===== src/sv/rldr_pkg.sv =====
`default_nettype none

package rldr_pkg;

   // Field and datapath widths.
   localparam int COORD_W   = 13;
   localparam int CTR_W     = 17;
   localparam int DIM_W     = 14;
   localparam int K_W       = 64;
   localparam int DX_W      = 18;
   localparam int SQ_W      = 34;
   localparam int R2_W      = 35;
   localparam int PROD_W    = 100;
   localparam int POS_W     = 84;
   localparam int INT_W     = 16;
   localparam int FRAC_W    = 8;
   localparam int CSR_IDX_W = 3;

   // Binary point positions and the scaling shifts of the gain terms.
   localparam int GAIN_FRAC = 32;
   localparam int POS_FRAC  = 36;
   localparam int T_SHIFT   = 36;
   localparam int B_SHIFT   = 8;

   // Register indexes.
   localparam logic [CSR_IDX_W-1:0] REG_OUT_CX = 3'd0;
   localparam logic [CSR_IDX_W-1:0] REG_OUT_CY = 3'd1;
   localparam logic [CSR_IDX_W-1:0] REG_SRC_CX = 3'd2;
   localparam logic [CSR_IDX_W-1:0] REG_SRC_CY = 3'd3;
   localparam logic [CSR_IDX_W-1:0] REG_K1     = 3'd4;
   localparam logic [CSR_IDX_W-1:0] REG_K2     = 3'd5;
   localparam logic [CSR_IDX_W-1:0] REG_SRC_W  = 3'd6;
   localparam logic [CSR_IDX_W-1:0] REG_SRC_H  = 3'd7;

   localparam logic [DIM_W-1:0] DIM_RESET = 14'd8192;

   // Intermediate terms of the gain saturate at +-2^62.
   localparam logic signed [PROD_W-1:0] SAT_HI = PROD_W'(64'sh4000_0000_0000_0000);
   localparam logic signed [PROD_W-1:0] SAT_LO = -SAT_HI;

   // Pipeline stage numbers.
   localparam int ST_DXY     = 1;
   localparam int ST_SQ      = 2;
   localparam int ST_R2      = 3;
   localparam int ST_KPP     = 4;
   localparam int ST_KSUM    = 5;
   localparam int ST_AT      = 6;
   localparam int ST_TPP     = 7;
   localparam int ST_TSUM    = 8;
   localparam int ST_B       = 9;
   localparam int ST_GAIN    = 10;
   localparam int ST_PPP     = 11;
   localparam int ST_POS     = 12;
   localparam int ST_INT     = 13;
   localparam int ST_OUT     = 14;
   localparam int NUM_STAGES = 14;

   typedef logic [NUM_STAGES:1] stage_en_type;

   typedef struct packed {
      logic [COORD_W-1:0] out_x;
      logic [COORD_W-1:0] out_y;
   } req_type;

   typedef struct packed {
      logic signed [INT_W-1:0] src_x_int;
      logic signed [INT_W-1:0] src_y_int;
      logic [FRAC_W-1:0]       frac_x;
      logic [FRAC_W-1:0]       frac_y;
      logic                    inside_res;
   } rsp_type;

   typedef struct packed {
      logic [CTR_W-1:0]      out_cx;
      logic [CTR_W-1:0]      out_cy;
      logic [CTR_W-1:0]      src_cx;
      logic [CTR_W-1:0]      src_cy;
      logic signed [K_W-1:0] k1;
      logic signed [K_W-1:0] k2;
      logic [DIM_W-1:0]      src_w;
      logic [DIM_W-1:0]      src_h;
   } cfg_type;

   function automatic logic signed [K_W-1:0] clamp_sl(input logic signed [PROD_W-1:0] v);
      logic signed [PROD_W-1:0] r;
      if (v > SAT_HI) begin
         r = SAT_HI;
      end else if (v < SAT_LO) begin
         r = SAT_LO;
      end else begin
         r = v;
      end
      return r[K_W-1:0];
   endfunction

endpackage

`default_nettype wire


===== src/sv/rldr_axis.sv =====
`default_nettype none

module rldr_axis
   import rldr_pkg::*;
#(
   parameter int FRAC_BITS = 8
) (
   input  wire logic                   clock,
   input  wire stage_en_type           stage_en,
   input  wire logic signed [DX_W-1:0] d,
   input  wire logic signed [K_W-1:0]  gain,
   input  wire logic [CTR_W-1:0]       center,
   output logic signed [INT_W-1:0]     pos_int,
   output logic [FRAC_W-1:0]           pos_frac
);

   localparam int HALF_W    = K_W / 2;
   localparam int PLO_W     = DX_W + HALF_W + 1;
   localparam int PHI_W     = DX_W + HALF_W;
   localparam int FRAC_LSB  = POS_FRAC - FRAC_BITS;
   localparam int FRAC_KEEP = (FRAC_BITS < FRAC_W) ? FRAC_BITS : FRAC_W;
   localparam logic [FRAC_W-1:0] FRAC_MASK = FRAC_W'((32'd1 << FRAC_KEEP) - 32'd1);
   localparam logic signed [POS_W-1:0] INT_HI = POS_W'(32'sd32767);
   localparam logic signed [POS_W-1:0] INT_LO = ~INT_HI;

   logic signed [PLO_W-1:0]  pp_lo_ff, pp_lo_in;
   logic signed [PHI_W-1:0]  pp_hi_ff, pp_hi_in;
   logic [POS_W-1:0]         p_ff, p_in;
   logic signed [POS_W-1:0]  p_int;
   logic                     sat_hi, sat_lo;
   logic signed [INT_W-1:0]  int_ff, int_in;
   logic [FRAC_W-1:0]        frac_ff, frac_in;

   assign pp_lo_in = d * $signed({1'b0, gain[HALF_W-1:0]});
   assign pp_hi_in = d * $signed(gain[K_W-1:HALF_W]);

   assign p_in = {{(POS_W-PLO_W){pp_lo_ff[PLO_W-1]}}, pp_lo_ff}
               + ({{(POS_W-PHI_W){pp_hi_ff[PHI_W-1]}}, pp_hi_ff} << HALF_W)
               + ({{(POS_W-CTR_W){1'b0}}, center} << GAIN_FRAC);

   assign p_int  = $signed(p_ff) >>> POS_FRAC;
   assign sat_hi = p_int > INT_HI;
   assign sat_lo = p_int < INT_LO;

   // A saturated coordinate carries no fraction.
   always_comb begin
      if (sat_hi) begin
         int_in  = INT_HI[INT_W-1:0];
         frac_in = '0;
      end else if (sat_lo) begin
         int_in  = INT_LO[INT_W-1:0];
         frac_in = '0;
      end else begin
         int_in  = p_int[INT_W-1:0];
         frac_in = p_ff[FRAC_LSB +: FRAC_W] & FRAC_MASK;
      end
   end

   always_ff @(posedge clock) begin
      if (stage_en[ST_PPP]) begin
         pp_lo_ff <= pp_lo_in;
         pp_hi_ff <= pp_hi_in;
      end
      if (stage_en[ST_POS]) begin
         p_ff <= p_in;
      end
      if (stage_en[ST_INT]) begin
         int_ff  <= int_in;
         frac_ff <= frac_in;
      end
   end

   assign pos_int  = int_ff;
   assign pos_frac = frac_ff;

endmodule

`default_nettype wire


===== config.mk =====
export PLATFORM = sky130hd
export DESIGN_NAME = rldr_axis
export DESIGN_NICKNAME = d
export VERILOG_FILES = /design/src/sv/rldr_pkg.sv /design/src/sv/rldr_axis.sv
export SDC_FILE = /design/constraint.sdc
export NUM_CORES = 2
export LEC_CHECK = 0
export ABC_CLOCK_PERIOD_IN_PS = 19580
export BUFFER_PORTS_ARGS = -buffer_cell sky130_fd_sc_hd__buf_2
export CORE_UTILIZATION = 62
export CTS_CLUSTER_DIAMETER = 60
export DETAILED_ROUTE_END_ITERATION = 10
export GPL_ROUTABILITY_DRIVEN = 0
export MAX_ROUTING_LAYER = met4
export PLACE_DENSITY = 0.76
export SYNTH_ARGS = -nofsm -noshare
export SYNTH_HDL_FRONTEND = slang
export SYNTH_SLANG_ARGS = --single-unit

===== constraint.sdc =====
create_clock -name clock -period 19.58 [get_ports clock]
set_input_delay 0.979 -clock clock [delete_from_list [all_inputs] [get_ports clock]]
set_output_delay 0.979 -clock clock [all_outputs]
set_load 0.01 [all_outputs]

==> summary.md <==
| Metric | Value |
|---|---|
| Adder-cell share of the synthesized area | 55.8% |
| Netlist cell types | 68 |
| Maximum number of pins on one net before global-route repair | 74 |
| Crit Path Max Fanout | 56 |
| Max clock buf depth | 2 |
| Simple-gate portion of the synthesized area | 15.0% |
| Worst skew pair latency | 440 ps |
| Ys flop type | edfxtp_1 |
| Synthesized flop and latch total | 153 |
| Post-Syn Area | 45,700 sq um |
| Starting Density | 62.7% |
| FP Rows | 99 |
| WHS | 412 ps |
| Antenna viol nets, final | 0 |
| Proportion of layout cells with a drive suffix above 1 | 4.06% |
| CORE AREA | 73,000 sq um |
| Post-synthesis compound-gate area fraction | 5.01% |
| Setup TNS | 0 ps |
| Mapped Cells | 4,881 |
| Worst Setup End Kind | register |
| Unrepaired setup endpoints after global routing | false |
| Post-synthesis sequential area ratio | 10.0% |
| Final setup viols | 0 |
| Worst EP required | 19,770 ps |
| CP Launch Type | input pin |
| Num CTS Buffers | 17 |
| Syn Area/Cell | 9.37 sq um |
| Post-CTS repair timing setup buffer count | 0 |
| Cell area after placement | 46,900 sq um |
| WP data arrival | 8940 ps |
| DIE AREA | 74,800 sq um |
| First-pass GRT wire length | 177,000 um |
| Fin nets | 6,344 |
| Final Cycle Share | 44.6% |
| Die H | 274 um |
| Root Driver | clkbuf_16 |
| Ranking of synthesized cells by area | fa_1, edfxtp_1, ha_1 |
| EDFF count, synth | 153 |
| Worst hold path class | register to register |
| Worst-Margin Slew | 1000 ps |
| Design area | 47,500 sq um |
| Post-CTS Hold Buffers | 0 |
| Worst-path clk slew | 60 ps |
| Fmax | 114 MHz |
| Post-Syn Nets | 6,405 |
| Reg-to-reg slack, setup | 15,210 ps |
| CTS sink count | 153 |
| Vias per inst | 5.54 |
| Vias in the first global route | 34.5k |
| CTS H-tree lvls | 4 |
| Global Route Usage Sum | 31.2% |
| Asr flop ratio synth | 0% |
| Post-layout worst setup margin | 10,840 ps |
| Cell with the most instances after synthesis | inv_1 |
| Max-cap viol count | 0 |
| Critical setup path kind | input pin to register |
| Area Overhead vs Synth | 3.79% |
| Mux cell area share after synthesis | 0.0219% |
| DR DRC count | 0 |
| Fin. max-slew vios | 0 |
| CTS tree | done |
| Pre-CTS setup slack | 10,480 ps |
| Final min period | 8740 ps |
| Num ports | 138 |
| 1st-pass router iterations | 6 |
| Per-cell routed wire length | 18.3 um |
| Initial detailed-routing violation count | 2,069 |
| Via count | 32.1k |
| XOR/XNOR share of the synthesized area | 2.32% |
| IO Port Bufs | 126 |
| Post-DP HPWL | 80,300 um |
| Final hold vios | 0 |
| Rel. slew slack | 33.3% |
| Total wire length | 106,000 um |
| Most frequent cells after synthesis | inv_1, fa_1, nand2_1 |
| Cell taking the most area after synthesis | fa_1 |
| Die Width | 274 um |
| Status | completed |
| Initial antenna violation count | 8 |
| Post_cts resized | 0 |
| Ys Warns | 0 |
| Worst clock skew | 10.3 ps |
| Main combinational cell family by area after synthesis | adder cells |
| Synth top area share | 46.0% |
| Grt total ovfl | 0 |
==> flip-flops by register name, summed over array words and instances (netlist names) <==
| register | count |
|---|---|
| pos_frac | 8 |
| pp_hi_ff | 50 |
| pp_lo_ff | 23 |
| p_ff | 56 |
| pos_int | 16 |
==> cells in the final DEF (no fill, tap or decap), types with 9 or more instances in the layout <==
master | netlist | routed
edfxtp_1 | 153 | 153
nor3_1 | 9 | 9
and3_1 | 21 | 21
nand3_1 | 24 | 24
a21o_1 | 62 | 62
nand2_1 | 700 | 700
nand4_1 | 19 | 19
inv_1 | 1199 | 1199
buf_2 | 1 | 123
diode_2 | 0 | 9
o21ai_0 | 57 | 56
xnor2_1 | 77 | 77
nor4_1 | 12 | 12
a211oi_1 | 9 | 9
o211ai_1 | 12 | 12
clkbuf_16 | 0 | 17
a21oi_1 | 115 | 115
xor2_1 | 44 | 44
nand2b_1 | 27 | 27
nor2_1 | 94 | 94
o21bai_1 | 25 | 25
nor2b_1 | 17 | 17
a31oi_1 | 13 | 13
fa_1 | 1050 | 1050
and2_1 | 469 | 469
ha_1 | 360 | 360
buf_4 | 0 | 26
==> path summary, 6_finish.rpt <==
check | from | endpoint | cells after the start
setup / recovery | d[17] | pp_lo_ff[49] | 24
hold / removal | pp_lo_ff[29] | p_ff[29] | 0
setup reg to reg | pp_lo_ff[33] | p_ff[77] | 14
hold reg to reg | pp_lo_ff[29] | p_ff[29] | 0
==> cell type report <==
class	count	area, sq um
clock inverter	14	139
antenna	9	22.5
sequential	153	4590
multi-input combinational	3299	35800
inverter	1200	4500
tap	959	1200
clock buffer	18	429
fill	5811	25500
timing repair buffer	149	811
==> critical path: stages <==
cell and delay, ps:
buf_2 100, buf_4 220, inv_2 80, buf_4 670, nor2_1 180, fa_1 550, fa_1 520, fa_1 540
fa_1 520, fa_1 540, inv_1 50, fa_1 540, inv_1 40, ha_1 290, a211oi_1 280, o21bai_1 130
a2111oi_1 570, buf_4 240, nand2_1 50, o21ai_0 590, o22ai_1 250, o221a_2 320, a41o_1 250, a21oi_1 340
==> kinds of logic after synthesis <==
logic type,after synthesis
adder cells (fa/ha/maj),1410
XOR/XNOR,121
flip-flops,153
AND/OR/NAND/NOR,1418
AO/OA/AOI/OAI,349
buffers and inverters,1429
multiplexers,1
==> through the flow <==
step                      cells  util (%)
after detailed placement   5760      64.2
after CTS                  5792      65.0
after global placement     5760      64.2
after global routing       5798      65.0
final                      5801      65.1
after floorplan            4881         -
==> per-layer routing <==
layer,part of all wire (%),GRT usage [%],vias to the layer above,routed length (um)
met5,0,-,-,0
met4,2.6,8.92,0,2720
met3,8.9,4.78,215,9450
met2,48,49.4,1375,50500
met1,41,41.8,16250,43500
li1,-,-,14287,-
Power is left out: the tool's default activity adds up to more than one toggle a clock period on the data nets, which glitch-free logic cannot reach.
