===== src/sv/rldr_pkg.sv =====
`default_nettype none

package rldr_pkg;

   // Field and datapath widths.
   localparam int COORD_W   = 13;
   localparam int CTR_W     = 17;
   localparam int DIM_W     = 14;
   localparam int K_W       = 64;
   localparam int DX_W      = 18;
   localparam int SQ_W      = 34;
   localparam int R2_W      = 35;
   localparam int PROD_W    = 100;
   localparam int POS_W     = 84;
   localparam int INT_W     = 16;
   localparam int FRAC_W    = 8;
   localparam int CSR_IDX_W = 3;

   // Binary point positions and the scaling shifts of the gain terms.
   localparam int GAIN_FRAC = 32;
   localparam int POS_FRAC  = 36;
   localparam int T_SHIFT   = 36;
   localparam int B_SHIFT   = 8;

   // Register indexes.
   localparam logic [CSR_IDX_W-1:0] REG_OUT_CX = 3'd0;
   localparam logic [CSR_IDX_W-1:0] REG_OUT_CY = 3'd1;
   localparam logic [CSR_IDX_W-1:0] REG_SRC_CX = 3'd2;
   localparam logic [CSR_IDX_W-1:0] REG_SRC_CY = 3'd3;
   localparam logic [CSR_IDX_W-1:0] REG_K1     = 3'd4;
   localparam logic [CSR_IDX_W-1:0] REG_K2     = 3'd5;
   localparam logic [CSR_IDX_W-1:0] REG_SRC_W  = 3'd6;
   localparam logic [CSR_IDX_W-1:0] REG_SRC_H  = 3'd7;

   localparam logic [DIM_W-1:0] DIM_RESET = 14'd8192;

   // Intermediate terms of the gain saturate at +-2^62.
   localparam logic signed [PROD_W-1:0] SAT_HI = PROD_W'(64'sh4000_0000_0000_0000);
   localparam logic signed [PROD_W-1:0] SAT_LO = -SAT_HI;

   // Pipeline stage numbers.
   localparam int ST_DXY     = 1;
   localparam int ST_SQ      = 2;
   localparam int ST_R2      = 3;
   localparam int ST_KPP     = 4;
   localparam int ST_KSUM    = 5;
   localparam int ST_AT      = 6;
   localparam int ST_TPP     = 7;
   localparam int ST_TSUM    = 8;
   localparam int ST_B       = 9;
   localparam int ST_GAIN    = 10;
   localparam int ST_PPP     = 11;
   localparam int ST_POS     = 12;
   localparam int ST_INT     = 13;
   localparam int ST_OUT     = 14;
   localparam int NUM_STAGES = 14;

   typedef logic [NUM_STAGES:1] stage_en_type;

   typedef struct packed {
      logic [COORD_W-1:0] out_x;
      logic [COORD_W-1:0] out_y;
   } req_type;

   typedef struct packed {
      logic signed [INT_W-1:0] src_x_int;
      logic signed [INT_W-1:0] src_y_int;
      logic [FRAC_W-1:0]       frac_x;
      logic [FRAC_W-1:0]       frac_y;
      logic                    inside_res;
   } rsp_type;

   typedef struct packed {
      logic [CTR_W-1:0]      out_cx;
      logic [CTR_W-1:0]      out_cy;
      logic [CTR_W-1:0]      src_cx;
      logic [CTR_W-1:0]      src_cy;
      logic signed [K_W-1:0] k1;
      logic signed [K_W-1:0] k2;
      logic [DIM_W-1:0]      src_w;
      logic [DIM_W-1:0]      src_h;
   } cfg_type;

   function automatic logic signed [K_W-1:0] clamp_sl(input logic signed [PROD_W-1:0] v);
      logic signed [PROD_W-1:0] r;
      if (v > SAT_HI) begin
         r = SAT_HI;
      end else if (v < SAT_LO) begin
         r = SAT_LO;
      end else begin
         r = v;
      end
      return r[K_W-1:0];
   endfunction

endpackage

`default_nettype wire


===== src/sv/rldr_csr.sv =====
`default_nettype none

module rldr_csr
   import rldr_pkg::*;
(
   input  wire logic                 clock,
   input  wire logic                 reset,
   input  wire logic                 csr_we,
   input  wire logic [CSR_IDX_W-1:0] csr_idx,
   input  wire logic [K_W-1:0]       csr_wdata,
   output cfg_type                   cfg
);

   localparam cfg_type CFG_RESET = '{
      out_cx: '0,
      out_cy: '0,
      src_cx: '0,
      src_cy: '0,
      k1:     '0,
      k2:     '0,
      src_w:  DIM_RESET,
      src_h:  DIM_RESET
   };

   cfg_type cfg_ff, cfg_in;

   always_comb begin
      cfg_in = cfg_ff;
      if (csr_we) begin
         unique case (csr_idx)
            REG_OUT_CX: cfg_in.out_cx = csr_wdata[CTR_W-1:0];
            REG_OUT_CY: cfg_in.out_cy = csr_wdata[CTR_W-1:0];
            REG_SRC_CX: cfg_in.src_cx = csr_wdata[CTR_W-1:0];
            REG_SRC_CY: cfg_in.src_cy = csr_wdata[CTR_W-1:0];
            REG_K1:     cfg_in.k1     = $signed(csr_wdata);
            REG_K2:     cfg_in.k2     = $signed(csr_wdata);
            REG_SRC_W:  cfg_in.src_w  = csr_wdata[DIM_W-1:0];
            REG_SRC_H:  cfg_in.src_h  = csr_wdata[DIM_W-1:0];
         endcase
      end
   end

   always_ff @(posedge clock) begin
      if (reset) begin
         cfg_ff <= CFG_RESET;
      end else begin
         cfg_ff <= cfg_in;
      end
   end

   assign cfg = cfg_ff;

endmodule

`default_nettype wire


===== config.mk =====
export PLATFORM = sky130hd
export DESIGN_NAME = rldr_csr
export DESIGN_NICKNAME = d
export VERILOG_FILES = /design/src/sv/rldr_pkg.sv /design/src/sv/rldr_csr.sv
export SDC_FILE = /design/constraint.sdc
export NUM_CORES = 1
export LEC_CHECK = 0
export ABC_AREA = 1
export ABC_CLOCK_PERIOD_IN_PS = 1100
export BUFFER_PORTS_ARGS = -buffer_cell sky130_fd_sc_hd__buf_2
export CAP_MARGIN = 20
export CORE_MARGIN = 2
export CORE_UTILIZATION = 46
export CTS_CLUSTER_DIAMETER = 30
export DETAILED_ROUTE_END_ITERATION = 16
export PLACE_DENSITY = 0.77
export SKIP_LAST_GASP = 1
export SYNTH_ARGS = -nofsm -noshare
export SYNTH_HDL_FRONTEND = slang
export SYNTH_SLANG_ARGS = --single-unit

===== constraint.sdc =====
create_clock -name clock -period 1.1 [get_ports clock]
set_input_delay 0.165 -clock clock [delete_from_list [all_inputs] [get_ports clock]]
set_output_delay 0.165 -clock clock [all_outputs]
set_load 0.01 [all_outputs]

==> metrics.txt, run 1 <==
fin worst setup slack -84.7 ps; Synth async-reset ratio 0; worst path bufs/invs 1; final slew viol count 0; ANT nets after route 0; WP data required 940 ps; wire length on met1 12100 µm; status finished, violations left; initial antenna violation count 1; number of library cell types mapped by synthesis 15; # DRC 0; grt ovf 0; Cells after Synth 1292; Clock Path Buffers 3; Met2 Wirelength 17400 µm; final hold slack 7.89 ps; Post-Syn Area 8870 µm²; Top delay family on crit path flip-flops; Max-slew headroom 0.529; P&R area growth vs syn 68.1%; Placeable Area 18800 µm²; share of cells above drive strength 1 0.406; Seq/Total Area, Yosys 0.506; hold endpoint cfg[138]; cells along the critical path buf_6; gpl congestion 0.816; Reg clk slew, reported paths 60 ps; FF-to-FF path depth 4; Startpoint Class register; io pins 294; hold path cells 5; Hold WC Path Type input pin to register; vias in the first global route 10139; Die W 143 µm; kind of critical path register to primary output; Clock Skew 0 ps; worst-path maximum fanout 2; r2r endpoint cfg[184]; final wirelength 35300 µm; CTS root buffer clkbuf_16; max cap viols 0; Highest Signal Layer met4; critical hold path startpoint csr_wdata[46]; fill count 1110; RSZ-0062 raised after global routing yes; Skew-Pair Late Insertion Delay 520 ps; Worst VDD drop 1.64 mV; fin crit share 1.08; H-tree depth 2; met3 WL 3200 µm; slowest stage delay, CP 370 ps; worst-margin pin slew 706 ps; clock sink count 224; PortBufs 293; DR vias 10328; Layout Nets 1749; Num CTS Buffers 43; Leak 6.94 nW; Synth Register Bits 224; number of synthesized flops with an enable pin 0; Largest register FFs 224; first-pass GRT wire length 52900 µm; syn nets 1362; DP Wirelength 18200 µm; violated checks negative setup slack; WP data arrival 1020 ps; CP max stage cell dfxtp_2; top_reg_cell synth dfxtp_1; final hold violations 0; largest net degree at the start of global routing 65; Die Ht 143 µm; # setup viols final 224; achievable frequency 0.844 GHz; Layout Utilization 0.792; Mean Syn Cell Area 6.87 µm²; Total GRT Usage 0.330; drt via density 5.23; die area 20400 µm²; fin crit period 1180 ps; average wire per standard cell 17.9 µm; TritonCTS clock tree yes; Worst setup EP type primary output; cell row count 50; Initial Util 0.471; register-to-register setup slack 140 ps; DRT Pass-1 Iters 7; Initial DRC Count 800; Yosys warning total 0; Reg-to-Reg Start cfg[184]; PD cells 1660 nW/µm²
==> worst min-delay path: stages <==
cell and delay (ps):
buf_2 80, inv_1 40, nand3_1 70, nand2_1 50, nor2_1 80
==> timing repair <==
action | in CTS | in global routing
gates resized for setup | 461 | 1
hold buffers | 46 | 0
setup buffers | 14 | 25
setup endpoints to repair | 224 | 224
endpoints found under the hold margin | 80 | 0
==> worst max-delay path by stage <==
stage / startpoint / end / slack (ps) / depth (start not counted)
floorplan: csr_idx[0] / cfg[135] / 30 / 5
global route: cfg[197] / cfg[197] / -100 / 1
CTS: cfg[76] / cfg[76] / -60 / 1
detailed placement: csr_idx[0] / cfg[183] / -210 / 6
global placement: csr_idx[0] / cfg[179] / -170 / 6
finish: cfg[197] / cfg[197] / -80 / 1
==> cells by family after synthesis <==
kind of cell / after synthesis / share of synthesized area
AND/OR/NAND/NOR: 910 / 0.420
flip-flops: 224 / 0.506
buffers and inverters: 156 / 0.0734
AO/OA/AOI/OAI: 2 / 0.00113
==> cells in the mapped netlist, types with 2 or more instances <==
cell      number  share of area
inv_1         67          0.028
buf_1          6         0.0025
clkbuf_1      33          0.014
nor2_1       447           0.19
nor2_4         4         0.0051
o21ai_0        2         0.0011
buf_2         43          0.024
nand2_1      242           0.10
nand3_1      211           0.12
dfxtp_1      224           0.51
buf_4          3         0.0025
nor2_2         5         0.0035
inv_2          3         0.0013
==> metal layers <==
layer | vias to the layer above | GRT usage
met5 | - | 0
met4 | 0 | 0.211
met3 | 200 | 0.0942
met2 | 655 | 0.572
met1 | 4703 | 0.353
li1 | 4770 | -
==> stage by stage <==
stage          TNS [ps]  cells  area (µm²)  total power [mW]  setup WS, ps
2_1_floorplan         0   1292        8870              9.90          30.6
6_report          -5380   1973       14900              24.8         -84.7
3_5_place_dp     -19440   1809       11000              10.8          -210
3_3_place_gp     -14270   1809       11000              10.8          -169
4_1_cts           -6890   1947       14700              24.6         -57.4
5_1_grt          -10880   1972       14900              25.5         -98.3
==> area by class of cell <==
cell class,count,area [µm²],area share
Antenna cell,1,2.50,0.000168
Multi-Input combinational cell,912,3760,0.252
Clock inverter,25,300,0.0201
Timing Repair Buffer,427,4300,0.288
Clock buffer,53,1180,0.0795
Inverter,71,274,0.0184
Sequential cell,224,4770,0.320
Tap cell,260,325,0.0218
==> placed cells by master, fill, tap and decap left out <==
cell type      instances
bufinv_16              5
nand2_2                1
o21ai_0                2
nor2_4                 7
inv_2                  1
clkinv_8               1
clkinv_2               6
buf_4                 63
diode_2                1
nor2_1               444
inv_6                  4
clkinvlp_4             8
buf_2                 69
clkbuf_1               4
inv_1                 67
nand2_1              242
clkbuf_8               5
buf_12                25
dlygate4sd3_1         46
clkinv_4               2
clkbuf_16             44
nand3_1              211
dfxtp_4                1
inv_4                  1
clkinv_1               1
nor2_2                 5
buf_6                224
dfxtp_2              223
==> where the power goes <==
| part | switching, mW | total, mW | internal (mW) |
|---|---|---|---|
| Combinational | 1.48 | 2.77 | 1.29 |
| Sequential | 0.233 | 8.71 | 8.48 |
| Clock | 4.50 | 13.3 | 8.85 |
| Total | 6.21 | 24.8 | 18.6 |
Power figures use the tool's default switching activity.
==> inputs of run 2 (changes only) <==
--- a/config.mk
+++ b/config.mk
@@ -5,7 +5,6 @@
 export SDC_FILE = /design/constraint.sdc
 export NUM_CORES = 1
 export LEC_CHECK = 0
-export ABC_AREA = 1
 export ABC_CLOCK_PERIOD_IN_PS = 1100
 export BUFFER_PORTS_ARGS = -buffer_cell sky130_fd_sc_hd__buf_2
 export CAP_MARGIN = 20
@@ -13,6 +12,7 @@
 export CORE_UTILIZATION = 46
 export CTS_CLUSTER_DIAMETER = 30
 export DETAILED_ROUTE_END_ITERATION = 16
+export MAX_ROUTING_LAYER = met4
 export PLACE_DENSITY = 0.77
 export SKIP_LAST_GASP = 1
 export SYNTH_ARGS = -nofsm -noshare
==> run 2 against run 1 <==
  * The run still ends with negative setup slack left
  * Register-to-register slack improved by 20 ps
  * Via count fell by 22%
  * Utilization rose by 2.1 points
  * Synthesized area rose by 1.2%
  * Non-clock buffer count rose by 82
  * Die area rose by 1.2%
  * Clock skew did not move
  * Global-route usage fell by 3.0 points
  * Largest power group unchanged
  * Highest routed layer unchanged
==> metrics.txt, run 2 <==
status finished, violations left; violated checks negative setup slack; Yosys top cell by area dfxtp_1; # setup viols final 175; Top delay family on crit path flip-flops; DP Worst Slack -280 ps; PD cells 1540 nW/µm²; Num CTS Buffers 44; drt via density 5.06; # DRC 0; PortBufs 293; Synth async-reset ratio 0; cell row count 51; first-pass GRT wire length 46500 µm; Leak 7.68 nW; Yosys warning total 0; DRT Pass-1 Iters 5; clock sink count 224; die area 20700 µm²; share of cells above drive strength 1 0.576; Layout Nets 1371; worst path bufs/invs 1; Worst setup EP type primary output; Antenna Cells 0; fin crit share 1.06; grt ovf 0; Synth top area share 0.499; WP data arrival 1000 ps; final hold violations 0; most frequent cell after synthesis nand2b_1; Placeable Area 19300 µm²; Clock Path Buffers 3; Synth Register Bits 224; Cells after Synth 820; final wirelength 34200 µm; Skew-Pair Late Insertion Delay 500 ps; Max-slew headroom 0.691; most frequent cells in the layout 282 x nand2b_1, 225 x buf_6, 224 x mux2i_1; Seq/Total Area, Yosys 0.499; commonest non-fill, non-tap cell in the layout nand2b_1; worst-margin pin slew 464 ps; slowest stage delay, CP 370 ps; gpl congestion 0.749; WP data required 940 ps; fin crit period 1160 ps; register-to-register setup slack 160 ps; worst-path maximum fanout 2; average wire per standard cell 21.5 µm; Layout Utilization 0.813; Reg clk slew, reported paths 60 ps; Die W 144 µm; TritonCTS clock tree yes; fin worst setup slack -64.2 ps; ranking of synthesized cells by area dfxtp_1 50%, mux2i_1 25%, nand2b_1 20%; Post-synth top cells 286 x nand2b_1, 224 x dfxtp_1, 224 x mux2i_1; kind of critical path register to primary output; Worst VDD drop 1.19 mV; CTS root buffer clkbuf_16; P&R area growth vs syn 75.1%; DP Wirelength 16300 µm; DR vias 8065; vias in the first global route 8462; number of synthesized flops with an enable pin 0; largest net degree at the start of global routing 82; Largest register FFs 224; achievable frequency 0.859 GHz; H-tree depth 2; RSZ-0062 raised after global routing yes; syn nets 890; io pins 294; final slew viol count 0; CP max stage cell dfxtp_2; Initial Util 0.464; Initial DRC Count 419; Post-Syn Area 8980 µm²; cells along the critical path buf_6; final hold slack 42.8 ps; Die Ht 144 µm; Startpoint Class register; Clock Skew 0 ps; Mean Syn Cell Area 10.9 µm²; top_reg_cell synth dfxtp_1; fill count 918; Hold WC Path Type input pin to register; number of library cell types mapped by synthesis 15; initial antenna violation count 0; max cap viols 0; ANT nets after route 0; Total GRT Usage 0.300
## run 2: cell count changes after synthesis, moves of 3 or more
| cell | before | now |
|---|---|---|
| nor2_1 | 447 | 3 |
| nand2b_1 | 0 | 286 |
| nand2_1 | 242 | 0 |
| mux2i_1 | 0 | 224 |
| nand3_1 | 211 | 0 |
| inv_1 | 67 | 0 |
| buf_2 | 43 | 25 |
| nor2_2 | 5 | 0 |
| buf_1 | 6 | 10 |
| buf_6 | 0 | 4 |
| nor2_4 | 4 | 0 |
| inv_2 | 3 | 0 |
| nand4b_1 | 0 | 3 |
## run 2: final timing paths
kind | start | end | cells past startpoint
max | cfg[134] | cfg[134] | 1
min | csr_wdata[20] | cfg[48] | 3
max reg2reg | cfg[64] | cfg[64] | 4
min reg2reg | cfg[196] | cfg[196] | 2
## run 2: area by class of cell
class / count / area, µm² / area share
Clock buffer: 55 / 1260 / 0.0804
Clock inverter: 20 / 253 / 0.0161
Multi-Input combinational cell: 522 / 4190 / 0.267
Timing Repair Buffer: 509 / 4920 / 0.313
Sequential cell: 224 / 4770 / 0.303
Tap cell: 265 / 332 / 0.0211
## run 2: logic make-up (layout without fill, tap and decap cells)
group	Yosys count	count (layout)	synth area share
buffers and inverters	74	584	0.0404
flip-flops	224	224	0.499
multiplexers	224	224	0.250
AND/OR/NAND/NOR	298	298	0.210
## run 2: through the flow
| stage | area, µm² | instances | total power, mW | setup TNS (ps) |
|---|---|---|---|---|
| 2_1_floorplan | 9100 | 820 | 9.38 | -8350 |
| 3_3_place_gp | 11100 | 1352 | 9.99 | -22290 |
| 6_report | 15700 | 1595 | 24.3 | -2560 |
| 5_1_grt | 15700 | 1595 | 24.8 | -8420 |
| 3_5_place_dp | 11100 | 1352 | 10.0 | -26670 |
| 4_1_cts | 15100 | 1515 | 23.9 | -5030 |
## run 2: what timing repair did
| action | in CTS | in global routing |
|---|---|---|
| endpoints found under the hold margin | 108 | 0 |
| resized for setup | 454 | 1 |
| hold buffers | 49 | 0 |
| setup buffers | 39 | 80 |
| gates cloned | 0 | 0 |
| setup endpoints to repair | 224 | 224 |
## run 2: worst min-delay path: cells and delay by family
family | cells | cell delay [ps]
buf+inv | 1 | 100
simple gates | 1 | 130
mux | 1 | 100
## run 2: power by group
group          switching [mW]  internal [mW]
logic                   0.889           1.15
registers               0.149           8.34
clock network            4.49           9.24
total                    5.53           18.7
## run 2: per-layer routing
metal | global-route usage | vias to the layer above | part of all wire
met3 | 0.0993 | 91 | 0.078
met5 | - | - | 0
met2 | 0.514 | 384 | 0.51
met4 | 0.139 | 0 | 0.034
li1 | - | 3658 | -
met1 | 0.312 | 3932 | 0.37
==> inputs of run 3 (changes only) <==
--- a/config.mk
+++ b/config.mk
@@ -12,7 +12,6 @@
 export CORE_UTILIZATION = 46
 export CTS_CLUSTER_DIAMETER = 30
 export DETAILED_ROUTE_END_ITERATION = 16
-export MAX_ROUTING_LAYER = met4
 export PLACE_DENSITY = 0.77
 export SKIP_LAST_GASP = 1
 export SYNTH_ARGS = -nofsm -noshare
==> run 3 against run 2 <==
  * Fmax increased by 0.89%
  * The run still ends with negative setup slack left
  * Via count unchanged
  * Highest routed layer unchanged
  * Critical path type unchanged
  * Sequential share of layout area unchanged
==> metrics.txt, run 3 (synthesis gave the netlist of run 2 again) <==
status finished, violations left; violated checks negative setup slack; Worst setup EP type primary output; WP data required 940 ps; CTS root buffer clkbuf_16; DRT Pass-1 Iters 4; worst-margin pin slew 469 ps; ANT nets after route 0; Clock Skew 0 ps; drt via density 5.06; # DRC 0; Initial DRC Count 396; Reg clk slew, reported paths 50 ps; P&R area growth vs syn 75.1%; total power draw 24.2 mW; Die W 144 µm; worst path bufs/invs 1; io pins 294; kind of critical path register to primary output; Reg-to-Reg Start cfg[114]; critical path startpoint cfg[84]; TritonCTS clock tree yes; Antenna Cells 0; die area 20700 µm²; post-route insts no fill 1595; fin crit period 1150 ps; achievable frequency 0.867 GHz; first-pass GRT wire length 46600 µm; fin crit share 1.05; RSZ-0062 raised after global routing yes; Total GRT Usage 0.292; commonest non-fill, non-tap cell in the layout nand2b_1; grt ovf 0; vias in the first global route 8440; Skew-Pair Late Insertion Delay 500 ps; largest net degree at the start of global routing 82; Num CTS Buffers 44; Worst VDD drop 1.19 mV; max cap viols 0; final hold violations 0; multi-input combinational cell area 4190 µm²; worst-path maximum fanout 2; PD cells 1540 nW/µm²; DP Area 11100 µm²; # setup viols final 169; cell row count 51; H-tree depth 2; Reg area 4770 µm²; most frequent cells in the layout 282 x nand2b_1, 225 x buf_6, 224 x mux2i_1; slowest stage delay, CP 360 ps; fill count 918; Largest register FFs 224; Startpoint Class register; cells along the critical path buf_6; final non-filler cell area 15700 µm²; WP data arrival 990 ps; fin worst setup slack -53.9 ps; initial antenna violation count 0; placed insts 1352; critical hold path startpoint csr_wdata[20]; DR vias 8065; final wirelength 34100 µm; Leak 7.68 nW; Hold WC Path Type input pin to register; Initial Util 0.464; share of cells above drive strength 1 0.576; CP max stage cell dfxtp_2; gpl congestion 0.740; Max-slew headroom 0.687; clock sink count 224; average wire per standard cell 21.4 µm; Layout Nets 1371; final slew viol count 0; Die Ht 144 µm; PortBufs 293; Top delay family on crit path flip-flops; Placeable Area 19300 µm²; DP Wirelength 16300 µm; Clock Path Buffers 3
-- run 3: path summary, 6_finish.rpt --
kind | end | slack [ps] | cells after the start
worst max-delay path | cfg[84] | -50 | 1
worst min-delay path | cfg[48] | 50 | 3
worst max register to register | cfg[114] | 150 | 4
worst min register to register | cfg[196] | 470 | 2
-- run 3: routing by layer --
metal  global-route usage  up-vias  wire, µm
li1                     -     3655         -
met3                0.111       92      2930
met5                    0        -         0
met1                0.306     3914     12500
met2                0.516      404     17600
met4                0.135        0      1160
-- run 3: report_power, final --
part | internal [mW] | switching [mW]
sequential | 8.35 | 0.149
clock | 9.24 | 4.45
combinational | 1.15 | 0.887
total | 18.7 | 5.48
-- run 3: layout make-up --
cell class / instances / share of cell area
multi-input combinational: 522 / 0.267
clock buffer: 55 / 0.0804
timing repair buffer: 509 / 0.313
tap: 265 / 0.0211
sequential: 224 / 0.303
clock inverter: 20 / 0.0161
-- run 3: worst min-delay path: stages --
cell      delay [ps]
buf_2            100
nand2b_1         130
mux2i_1          100
-- run 3: repair_timing --
item | in CTS | in global routing
setup buffers | 39 | 80
hold endpoints to repair | 108 | 0
resized for setup | 454 | 1
endpoints found under the setup margin | 224 | 224
hold buffers | 49 | 0
-- run 3: metrics by stage --
stage	TNS (ps)	hold WS [ps]	util	setup slack [ps]
floorplan	-8350	336	-	-230
global placement	-22290	454	0.576	-258
finish	-2240	49.0	0.813	-53.9
global route	-8550	33.0	0.813	-78.8
detailed placement	-26670	458	0.576	-280
CTS	-5030	11.4	0.782	-42.4
